**src/hw/rtl/scfbc_pkg.sv**
```systemverilog
package scfbc_pkg;

    // Fixed field widths of the request and result channels
    localparam int PORT_PTR_W = 64;
    localparam int SIZE_W     = 32;
    localparam int LIMIT_W    = 32;
    localparam int CMD_W      = 2;

    // Configuration registers
    localparam int LIMIT_REGS = 4;
    localparam int CFG_IDX_W  = 2;

    localparam logic [LIMIT_W-1:0] LIMIT_RESET [LIMIT_REGS] = '{
        32'd32, 32'd64, 32'd128, 32'd256
    };

    // Classes beyond the register file use BASE_LIMIT shifted by the class number
    localparam logic [LIMIT_W-1:0] BASE_LIMIT = 32'd32;

    // Wide enough for the largest supported class count
    localparam int CLS_IDX_W = 3;

    typedef enum logic [CMD_W-1:0] {
        CMD_POP        = 2'd0,
        CMD_PUSH_SIZED = 2'd1,
        CMD_PUSH_ANY   = 2'd2,
        CMD_UNUSED     = 2'd3
    } cmd_t;

    typedef struct packed {
        logic                 wr_en;
        logic                 rd_en;
        logic [CLS_IDX_W-1:0] cls;
    } sel_t;

endpackage

```
**src/hw/rtl/scfbc_class_select.sv**
```systemverilog
module scfbc_class_select #(
    parameter int CLASS_COUNT     = 4,
    parameter int SLOTS_PER_CLASS = 8,
    parameter int FILL_W          = 4
) (
    input  scfbc_pkg::cmd_t                  cmd,
    input  logic [scfbc_pkg::SIZE_W-1:0]     size,
    input  logic [scfbc_pkg::LIMIT_W-1:0]    limit [CLASS_COUNT],
    input  logic [FILL_W-1:0]                fill  [CLASS_COUNT],
    output scfbc_pkg::sel_t                  sel
);
    import scfbc_pkg::*;

    logic [CLASS_COUNT-1:0] full;
    logic [CLASS_COUNT-1:0] empty;
    logic [CLASS_COUNT-1:0] fits;

    always_comb begin
        for (int i = 0; i < CLASS_COUNT; i++) begin
            full[i]  = (fill[i] == FILL_W'(SLOTS_PER_CLASS));
            empty[i] = (fill[i] == '0);
            fits[i]  = (size <= limit[i]);
        end
    end

    // Four-way (up to eight) priority choice, smallest class first
    always_comb begin
        logic found;
        found = 1'b0;
        sel   = '0;
        unique case (cmd)
            CMD_POP: begin
                for (int i = 0; i < CLASS_COUNT; i++) begin
                    if (!found && !empty[i]) begin
                        found     = 1'b1;
                        sel.rd_en = 1'b1;
                        sel.cls   = CLS_IDX_W'(i);
                    end
                end
            end
            CMD_PUSH_SIZED: begin
                // the first class that fits decides, even when it is full
                for (int i = 0; i < CLASS_COUNT; i++) begin
                    if (!found && fits[i]) begin
                        found     = 1'b1;
                        sel.wr_en = !full[i];
                        sel.cls   = CLS_IDX_W'(i);
                    end
                end
            end
            CMD_PUSH_ANY: begin
                for (int i = 0; i < CLASS_COUNT; i++) begin
                    if (!found && !full[i]) begin
                        found     = 1'b1;
                        sel.wr_en = 1'b1;
                        sel.cls   = CLS_IDX_W'(i);
                    end
                end
            end
            default: begin
                sel = '0;
            end
        endcase
    end

endmodule

```
**src/hw/rtl/scfbc_slot_ram.sv**
```systemverilog
module scfbc_slot_ram #(
    parameter int DEPTH  = 32,
    parameter int ADDR_W = 5,
    parameter int DATA_W = 64
) (
    input  logic              aclk,
    input  logic              wr_en,
    input  logic [ADDR_W-1:0] wr_addr,
    input  logic [DATA_W-1:0] wr_data,
    input  logic              rd_en,
    input  logic [ADDR_W-1:0] rd_addr,
    output logic [DATA_W-1:0] rd_data
);

    logic [DATA_W-1:0] mem [DEPTH];

    always_ff @(posedge aclk) begin
        if (wr_en) begin
            mem[wr_addr] <= wr_data;
        end
    end

    always_ff @(posedge aclk) begin
        if (rd_en) begin
            rd_data <= mem[rd_addr];
        end
    end

endmodule

```
**src/hw/rtl/size_class_free_block_cache.sv**
```systemverilog
// Push, failed pop and unused command: result registered in the cycle after the request is accepted,
// one request per cycle while the result channel takes results. Successful pop: the slot memory read
// is registered first, then the result register is loaded from it in ST_POP; the request port stalls in ST_POP.
// Reset (aresetn low, synchronous) empties every class, restores the class limits
// and drops any pending result; slot memory contents are not cleared.
module size_class_free_block_cache #(
    parameter int SLOTS_PER_CLASS = 8,
    parameter int CLASS_COUNT     = 4,
    parameter int POINTER_BITS    = 64
) (
    input  logic                                  aclk,
    input  logic                                  aresetn,
    // request channel
    input  logic                                  s_tvalid,
    output logic                                  s_tready,
    // [63:0] block_pointer, [95:64] request_size
    input  logic [scfbc_pkg::PORT_PTR_W+scfbc_pkg::SIZE_W-1:0] s_tdata,
    // [1:0] command
    input  logic [scfbc_pkg::CMD_W-1:0]           s_tuser,
    // result channel
    output logic                                  m_tvalid,
    input  logic                                  m_tready,
    // [63:0] popped_pointer
    output logic [scfbc_pkg::PORT_PTR_W-1:0]      m_tdata,
    // [0] success
    output logic                                  m_tuser,
    // configuration write port
    input  logic                                  cfg_wr_en,
    input  logic [scfbc_pkg::CFG_IDX_W-1:0]       cfg_index,
    input  logic [scfbc_pkg::LIMIT_W-1:0]         cfg_wr_data
);
    import scfbc_pkg::*;

    localparam int FILL_W  = $clog2(SLOTS_PER_CLASS + 1);
    localparam int DEPTH   = CLASS_COUNT * SLOTS_PER_CLASS;
    localparam int ADDR_W  = (DEPTH > 1) ? $clog2(DEPTH) : 1;
    localparam int PTR_W   = POINTER_BITS;

    typedef enum logic [1:0] {
        ST_IDLE = 2'b01,
        ST_POP  = 2'b10
    } state_t;

    state_t state_reg, state_next;

    logic [LIMIT_W-1:0]    limit_reg [LIMIT_REGS];
    logic [LIMIT_W-1:0]    limit     [CLASS_COUNT];
    logic [FILL_W-1:0]     fill_reg  [CLASS_COUNT];

    logic                  out_valid_reg, out_valid_next;
    logic                  out_ok_reg,    out_ok_next;
    logic [PORT_PTR_W-1:0] out_ptr_reg,   out_ptr_next;

    cmd_t                  cmd;
    sel_t                  sel;
    logic                  accept;
    logic [FILL_W-1:0]     sel_fill;
    logic [FILL_W-1:0]     slot;
    logic [ADDR_W-1:0]     addr;
    logic [PTR_W-1:0]      rd_data;

    assign cmd      = cmd_t'(s_tuser);
    assign s_tready = (state_reg == ST_IDLE) && (!out_valid_reg || m_tready);
    assign accept   = s_tvalid && s_tready;

    // Class limits: registers for the low classes, fixed doubling limits above them
    for (genvar g = 0; g < CLASS_COUNT; g++) begin : g_limit
        if (g < LIMIT_REGS) begin : g_reg
            assign limit[g] = limit_reg[g];
        end else begin : g_fixed
            assign limit[g] = BASE_LIMIT << g;
        end
    end

    always_ff @(posedge aclk) begin
        if (!aresetn) begin
            limit_reg <= LIMIT_RESET;
        end else if (cfg_wr_en) begin
            limit_reg[cfg_index] <= cfg_wr_data;
        end
    end

    scfbc_class_select #(
        .CLASS_COUNT     (CLASS_COUNT),
        .SLOTS_PER_CLASS (SLOTS_PER_CLASS),
        .FILL_W          (FILL_W)
    ) u_select (
        .cmd   (cmd),
        .size  (s_tdata[PORT_PTR_W +: SIZE_W]),
        .limit (limit),
        .fill  (fill_reg),
        .sel   (sel)
    );

    // Fill count of the chosen class; a push writes at the count, a pop reads below it
    always_comb begin
        sel_fill = '0;
        for (int i = 0; i < CLASS_COUNT; i++) begin
            if (sel.cls == CLS_IDX_W'(i)) begin
                sel_fill = fill_reg[i];
            end
        end
        slot = sel.wr_en ? sel_fill : sel_fill - FILL_W'(1);
        addr = ADDR_W'(32'(sel.cls) * SLOTS_PER_CLASS + 32'(slot));
    end

    scfbc_slot_ram #(
        .DEPTH  (DEPTH),
        .ADDR_W (ADDR_W),
        .DATA_W (PTR_W)
    ) u_slots (
        .aclk    (aclk),
        .wr_en   (accept && sel.wr_en),
        .wr_addr (addr),
        .wr_data (s_tdata[PTR_W-1:0]),
        .rd_en   (accept && sel.rd_en),
        .rd_addr (addr),
        .rd_data (rd_data)
    );

    // Advance the fill count of the chosen class on every accepted push or pop that succeeds
    always_ff @(posedge aclk) begin
        if (!aresetn) begin
            for (int i = 0; i < CLASS_COUNT; i++) begin
                fill_reg[i] <= '0;
            end
        end else if (accept) begin
            for (int i = 0; i < CLASS_COUNT; i++) begin
                if (sel.cls == CLS_IDX_W'(i)) begin
                    if (sel.wr_en) begin
                        fill_reg[i] <= fill_reg[i] + FILL_W'(1);
                    end else if (sel.rd_en) begin
                        fill_reg[i] <= fill_reg[i] - FILL_W'(1);
                    end
                end
            end
        end
    end

    // Result register: loaded at accept, or from the slot read in the cycle after accept for a pop that hit
    always_comb begin
        state_next     = state_reg;
        out_valid_next = out_valid_reg && !m_tready;
        out_ok_next    = out_ok_reg;
        out_ptr_next   = out_ptr_reg;
        unique case (state_reg)
            ST_IDLE: begin
                if (accept) begin
                    if (sel.rd_en) begin
                        // hold the result until the slot read returns
                        state_next = ST_POP;
                    end else begin
                        out_valid_next = 1'b1;
                        out_ok_next    = sel.wr_en;
                        out_ptr_next   = '0;
                    end
                end
            end
            ST_POP: begin
                state_next     = ST_IDLE;
                out_valid_next = 1'b1;
                out_ok_next    = 1'b1;
                out_ptr_next   = PORT_PTR_W'(rd_data);
            end
            default: begin
                state_next = ST_IDLE;
            end
        endcase
    end

    always_ff @(posedge aclk) begin
        if (!aresetn) begin
            state_reg     <= ST_IDLE;
            out_valid_reg <= 1'b0;
        end else begin
            state_reg     <= state_next;
            out_valid_reg <= out_valid_next;
        end
    end

    always_ff @(posedge aclk) begin
        out_ok_reg  <= out_ok_next;
        out_ptr_reg <= out_ptr_next;
    end

    assign m_tvalid = out_valid_reg;
    assign m_tuser  = out_ok_reg;
    assign m_tdata  = out_ptr_reg;

endmodule

```
**config.mk**
```make
export PLATFORM = sky130hd
export DESIGN_NAME = size_class_free_block_cache
export DESIGN_NICKNAME = d
export VERILOG_FILES = /design/src/hw/rtl/scfbc_pkg.sv /design/src/hw/rtl/scfbc_class_select.sv /design/src/hw/rtl/scfbc_slot_ram.sv /design/src/hw/rtl/size_class_free_block_cache.sv
export SDC_FILE = /design/constraint.sdc
export NUM_CORES = 2
export LEC_CHECK = 0
export ABC_CLOCK_PERIOD_IN_PS = 14370
export BUFFER_PORTS_ARGS = -buffer_cell sky130_fd_sc_hd__buf_2
export CORE_ASPECT_RATIO = 2
export CORE_UTILIZATION = 38
export DETAILED_ROUTE_END_ITERATION = 16
export GPL_TIMING_DRIVEN = 0
export PLACE_DENSITY = 0.52
export SLEW_MARGIN = 10
export SYNTH_ARGS = -nofsm -noshare
export SYNTH_HDL_FRONTEND = slang
export SYNTH_SLANG_ARGS = --single-unit
```
**constraint.sdc**
```tcl
create_clock -name aclk -period 14.37 [get_ports aclk]
set_input_delay 0 -clock aclk [delete_from_list [all_inputs] [get_ports aclk]]
set_output_delay 0 -clock aclk [all_outputs]
set_load 0.005 [all_outputs]
```
---- Yosys cells after proc, flatten, opt, wreduce, memory -nomap -nowiden ----
Memory sizes are Yosys's and may differ from the RTL's. A register that Yosys moved wholly into a read port is not among the register bits.
Index checks and enable logic that the tools add are counted.
storage, ports and cells
  memories ................................ 1
  register bits after elaboration ......... 212
  bits in writable memories ............... 2048
  output and inout bits ................... 67
memory list
  memory       depth  width  rd ports  clocked after memory_dff  wr ports  RTL line              source
  u_slots.mem  32     64     1         1                         1         scfbc_slot_ram.sv:15  logic [DATA_W-1:0] mem [DEPTH];
cells by class
  reduce and logical (&&, ||, !) cells .... 49
  bitwise gates (word level) .............. 1
  muxes and demuxes ....................... 65
  equal/unequal tests ..................... 13
  magnitude comparators ................... 6
  add/sub/neg operators ................... 10
operators by type and width
  kind                   number
  $bwmux W128            1
  $le A32 B32 Y1         4
  $mux W64               2
  $pmux W64 S2           1
  $mux W4                17
  $demux W32 S2          1
  $mux W1                34
  $mux W32               1
  $sub A4 B1 Y4 const B  5
  $logic_not A1 Y1       18
  $add A4 B1 Y4 const B  4
  $eq A4 B4 Y1 const B   4
  $logic_not A4 Y1       4
  $logic_and A1 B1 Y1    15
  $reduce_and A3 Y1      5
  $pmux W3 S3            1
  $mux W2                4
  $eq A3 B2 Y1 const B   2
  $pmux W1 S2            3
  $add A5 B4 Y5          1
  $eq A2 B1 Y1 const B   2
  $eq A2 B2 Y1 const B   2
  $ne A2 B2 Y1 const B   2
  $reduce_and A2 Y1      2
  8 further kinds        9

---- Longest topological paths before layout ----
  word-level depth ........................ 23
  depth in mapped cells ................... 24

---- Hierarchy ----
A second synthesis with hierarchy kept.
second synthesis, totals
  cell total of the unflattened synthesis .. 4443
  area, all modules ....................... 91606.6 sq um
by module, submodules not included
  module                       times used  area each (sq um)  seq. area each (sq um)  cells an instance
  scfbc_slot_ram               1           79605.1            63420.8                 3096
  size_class_free_block_cache  1           8439.3             4894.7                  841
  scfbc_class_select           1           3562.2             0.0                     506

---- Worst setup path after synthesis ----
No wires, ideal clock.
  path type ............................... flip-flop to flip-flop
  start ................................... register limit_reg, in the netlist limit[33]
  end ..................................... memory u_slots.mem[24][0], enable pin
  period minus slack after synthesis ...... 7.571 ns
  data required time ...................... 13.883 ns
  setup time .............................. 0.487 ns
  arrival time ............................ 7.085 ns
  path buffers ............................ 3
  path slack .............................. 6.799 ns
  cell stages (with the launch flop) ...... 22
  path through ............................ dfxtp_1 inv_1 ha_1 nor2b_1 o211ai_1 a2111oi_0 or4b_1 a31oi_4 o211a_1 o21ai_2 a211oi_2 or2_2 o2111ai_1 xnor2_1 ha_1 xor2_1 nor2b_1 clkbuf_1 nand3_1 buf_4 buf_2 nor2_1
on the way
  longest elaborated chain between the ends .. 16
  elaborated cells between the ends (all ways) .. 26
ends and longest elaborated chain
  what                             RTL line                            source
  start, declared                  size_class_free_block_cache.sv:46   logic [LIMIT_W-1:0] limit_reg [LIMIT_REGS];
  start signal, assigned by index  size_class_free_block_cache.sv:79   limit_reg[cfg_index] <= cfg_wr_data;
  $le A32 B32 Y1 (*)               scfbc_class_select.sv:22            fits[i] = (size <= limit[i]);
  $logic_and A1 B1 Y1 (*)          scfbc_class_select.sv:44            if (!found && fits[i]) begin
  $mux W1                          scfbc_class_select.sv:44
  $mux W1                          scfbc_class_select.sv:31            unique case (cmd)
  $logic_not A1 Y1                 scfbc_class_select.sv:44
  $logic_and A1 B1 Y1              scfbc_class_select.sv:44
  $mux W2                          scfbc_class_select.sv:44
  $pmux W3 S3                      scfbc_class_select.sv:31
  $logic_not A3 Y1                 size_class_free_block_cache.sv:99   if (sel.cls == CLS_IDX_W'(i)) begin
  $mux W4 (4 in series)            size_class_free_block_cache.sv:99
  $sub A4 B1 Y4                    size_class_free_block_cache.sv:103  slot = sel.wr_en ? sel_fill : sel_fill - FILL_W'(1);
  $mux W4                          size_class_free_block_cache.sv:103
  $add A5 B4 Y5                    size_class_free_block_cache.sv:104  addr = ADDR_W'(32'(sel.cls) * SLOTS_PER_CLASS + 32'(slot));
  end, declared                    scfbc_slot_ram.sv:15
Every way passes the cells marked *; elsewhere a longest branch is shown, timed or not. The select of a mux whose other input is x is not followed.

---- Final worst setup path ----
  start ................................... register limit_reg, in the netlist limit[78]
  end ..................................... memory u_slots.mem[0][28], enable pin
on the way
  longest elaborated chain between the ends .. 20
  elaborated cells between the ends (all ways) .. 32
ends and longest elaborated chain
  what                     RTL line
  $le A32 B32 Y1 (*)       scfbc_class_select.sv:22
  $logic_and A1 B1 Y1 (*)  scfbc_class_select.sv:44
  $mux W1                  scfbc_class_select.sv:44
  $mux W1                  scfbc_class_select.sv:31
  $logic_not A1 Y1         scfbc_class_select.sv:44
  $logic_and A1 B1 Y1      scfbc_class_select.sv:44
  $mux W1                  scfbc_class_select.sv:44
  $mux W1                  scfbc_class_select.sv:31
  $logic_not A1 Y1         scfbc_class_select.sv:44
  $logic_and A1 B1 Y1      scfbc_class_select.sv:44
  $mux W2                  scfbc_class_select.sv:44
  $pmux W3 S3              scfbc_class_select.sv:31
  $logic_not A3 Y1         size_class_free_block_cache.sv:99
  $mux W4 (4 in series)    size_class_free_block_cache.sv:99
  $sub A4 B1 Y4            size_class_free_block_cache.sv:103
  $mux W4                  size_class_free_block_cache.sv:103
  $add A5 B4 Y5            size_class_free_block_cache.sv:104
Marks and branches as above.

==> results.md <==
- Area grow syn2layout: 17.8%
- Power after layout: 16700 uW
- Critical path endpoint category: flop
- Synth top area cells: edfxtp_1, mux2i_1, nand2_1
- Critical path type: flop to flop
- Die W: approximately 350 um
- Commonest non-fill, non-tap cell in the layout: edfxtp_1
- Die area: about 250000 um^2
- Syn_area_per_cell: about 15 um^2
- Final Setup Violations: 0
- # rows: around 260
- FFs w/ async S/R, synth: 0%
- Switch share: a little under a third
- Power Internal: about 12000 uW
- Critical Path AT: 10.27 ns
- Reg2reg path depth: 20
- First-iteration detailed-routing DRC count: 4801
- Fmax: between 100 and 150 MHz
- ANT nets after route: 0
- Die Ht: between 600 and 700 um
- Post-synthesis compound-gate area fraction: 6.95%
- CTS tree: built
- Non-filler cells, final: between 10000 and 15000
- Mapped Cells: approximately 6300
- Synth top area share: 70.8%
- Clk_skew: roughly 0.051 ns
- Post-Synth Simple-Gate Area: under 10%
- Clock Sinks: approximately 2300
- Clock Tree Buf Depth: 4
- Number of global-route vias before repair: between 50000 and 60000
- Cell taking the most area after synthesis: edfxtp_1
- Net Count, Synth: ~6600
- Post-synthesis xor/xnor area fraction: less than 1%
- GRT Total Usage: roughly a quarter
- Final Cycle Share: 67.6%
- CTS root buf: clkbuf_16
- Clock power share: approximately a third
- Post-cts gate resize count: 0
- Setup TNS: 0 ns
- Post-DP HPWL: ~220000 um
- Drt drc: 0
- Pwr/cell area: roughly 150 nW/um^2
- Worst setup path startpoint: limit[78]$_SDFFE_PN0P_
- Critical R2R Capture: u_slots.mem[0][28]$_DFFE_PP_
- Placed instance area: about 100000 um^2
- Crit path launch type: flop
- Leak: around 0.038 uW
- Part of the power in registers: between 40% and 50%
- Largest net degree at the start of global routing: 33
- Relative slew slack: between 10% and 20%
- Initial cell density of the core: a little under two fifths
- Max FFs per register: approximately 2000
- Hold WC Path Type: input port to flop
- Top FF cell, synth: edfxtp_1
- Net Switching: roughly 5100 uW
- Worst skew pair latency: 0.90 ns
- DR vias/cell: ~5.5
- Post-synthesis adder-cell area fraction: slightly above 2%
- Top-Level Pins: 204
- Fin. Hold Viols: 0
- Total grt overflow: 0
- Largest family of logic cells by synthesized area: simple AND/OR/NAND/NOR gates
- Placed Cells: around 10000
- Post-synthesis sequential area ratio: 74.0%
- Slew Limit Fails: 0
- 1st-pass router iterations: 6
- Tightest Pin Transition: between 1 and 1.5 ns
- Req. time, crit path: ~15 ns
- Area of the mapped netlist: around 92000 um^2
- I/O Buffers: between 200 and 250
- TritonCTS Buffers: about 210
- Min-delay src: aresetn
- Worst-path clk slew: around 0.070 ns
- Most frequent cells in the layout: edfxtp_1, nand2_1, mux2i_1
- Gpl congestion: 0.877
- Hold WS: ~0.046 ns
- R2r setup slk: 4.66 ns
- Multiplexer share of the synthesized area: between 6 and 7%
- Total of max-cap violations: 0
- Core area: approximately 240000 um^2
- # hold bufs at CTS: around 140
- CTS H-tree lvls: 4
- Crit-path max FO: 22
- Post-CTS Repair Setup Buffers: 0
- Reg2reg start: limit[78]$_SDFFE_PN0P_
- Final wirelength: between 300000 and 400000 um
- Status: complete, no violations
- Worst Setup EP: u_slots.mem[0][28]$_DFFE_PP_
- Routed length per instance: 30.1 um
- Combinational Power Share: between 20% and 30%
- Layout cell share with drive strength beyond 1: 12.0%
- Initial antenna violation count: 18
- EDFF count, synth: 2177
- Ys Warns: 0
- First-pass GRT wire length: roughly 430000 um
- Final instance area: around 110000 um^2
- Register bit total from synthesis: around 2300
- Minimum clock period: 9.71 ns
- Unrepaired setup endpoints after global routing: false
- Nets: approximately 7300
- Vias post-DR: ~57000
- Yosys cell types: 88
- Max VDD drop: ~100 uV
cells by family after synthesis:
| group | count (synthesis) |
|---|---|
| DFF | 2324 |
| and+or+nand+nor | 1772 |
| AOI/OAI and AO/OA | 1000 |
| muxes | 585 |
| buffers and inverters | 479 |
| adders and majority gates | 148 |
| xor gates and xnor gates | 18 |
layer usage:
metal  global-route usage (%)  part of all wire, %  vias to the layer above
li1                         -                    -                    25300
met1                     25.3                   33                    29000
met2                     47.5                   54                     2058
met3                     3.29                  4.7                      851
met4                     16.8                  7.7                       10
met5                        0                0.021                        -
worst max-delay path: stages, from the launching register on:
cell and delay (ns):
dfxtp_1 0.34, inv_1 0.08, ha_1 0.33, nand4_1 0.21, nor4_1 1.06, nand2_1 0.45
a22oi_1 0.69, nand2_1 0.30, o211a_1 0.24, nor4_1 0.54, and3_1 0.31, nor3_1 0.11
ha_1 0.31, nand2_1 0.07, o41ai_2 0.14, clkbuf_1 1.02, buf_1 0.92, nand2_1 0.80
nor2_4 0.92, buf_12 0.29, buf_12 0.21
synth_stat cells (74+ instances only):
master	count
o22ai_1	139
nand2_1	1269
ha_1	144
clkbuf_1	176
edfxtp_1	2177
inv_1	138
o32ai_1	119
nor3_1	74
a21oi_1	560
nor4_1	134
mux2i_1	585
dfxtp_1	147
nand3_1	81
buf_2	132
metrics by stage:
step                      setup slack, ns  util, %
after floorplan                      6.80        -
after global placement              -1.08     40.3
after detailed placement             5.04     41.7
after CTS                            4.97     45.0
after global routing                 4.79     45.0
final                                4.66     45.1
worst min path at each step:
stage          slack, ns                   endpoint  depth (start not counted)
6_report            0.05     limit[39]$_SDFFE_PN1P_                          3
5_1_grt             0.06  state_reg[0]$_SDFFE_PN1P_                          3
4_1_cts            0.005     limit[39]$_SDFFE_PN1P_                          3
3_5_place_dp        0.28     limit[82]$_SDFFE_PN0P_                          3
3_3_place_gp        0.28     limit[18]$_SDFFE_PN0P_                          3
2_1_floorplan       0.09    limit[101]$_SDFFE_PN1P_                          1
cell type report:
cell class,instances,area [um^2]
clock inverters,115,1120
fillers,21500,133000
well taps,3212,4020
diodes,8,20.0
flip-flops and latches,2324,68300
multi-input cells,3523,22400
repair buffers,481,5400
inverters,140,526
clock buffers,261,5450
plain buffers,339,1560
power groups by stage:
stage	Sequential, uW	Clock, uW	Combinational (uW)
global route	7620	5900	3650
global placement	7790	0	3320
detailed placement	7760	0	3480
floorplan	7760	0	1730
finish	7610	5600	3500
CTS	7610	5670	3530
Power figures use the tool's default switching activity.
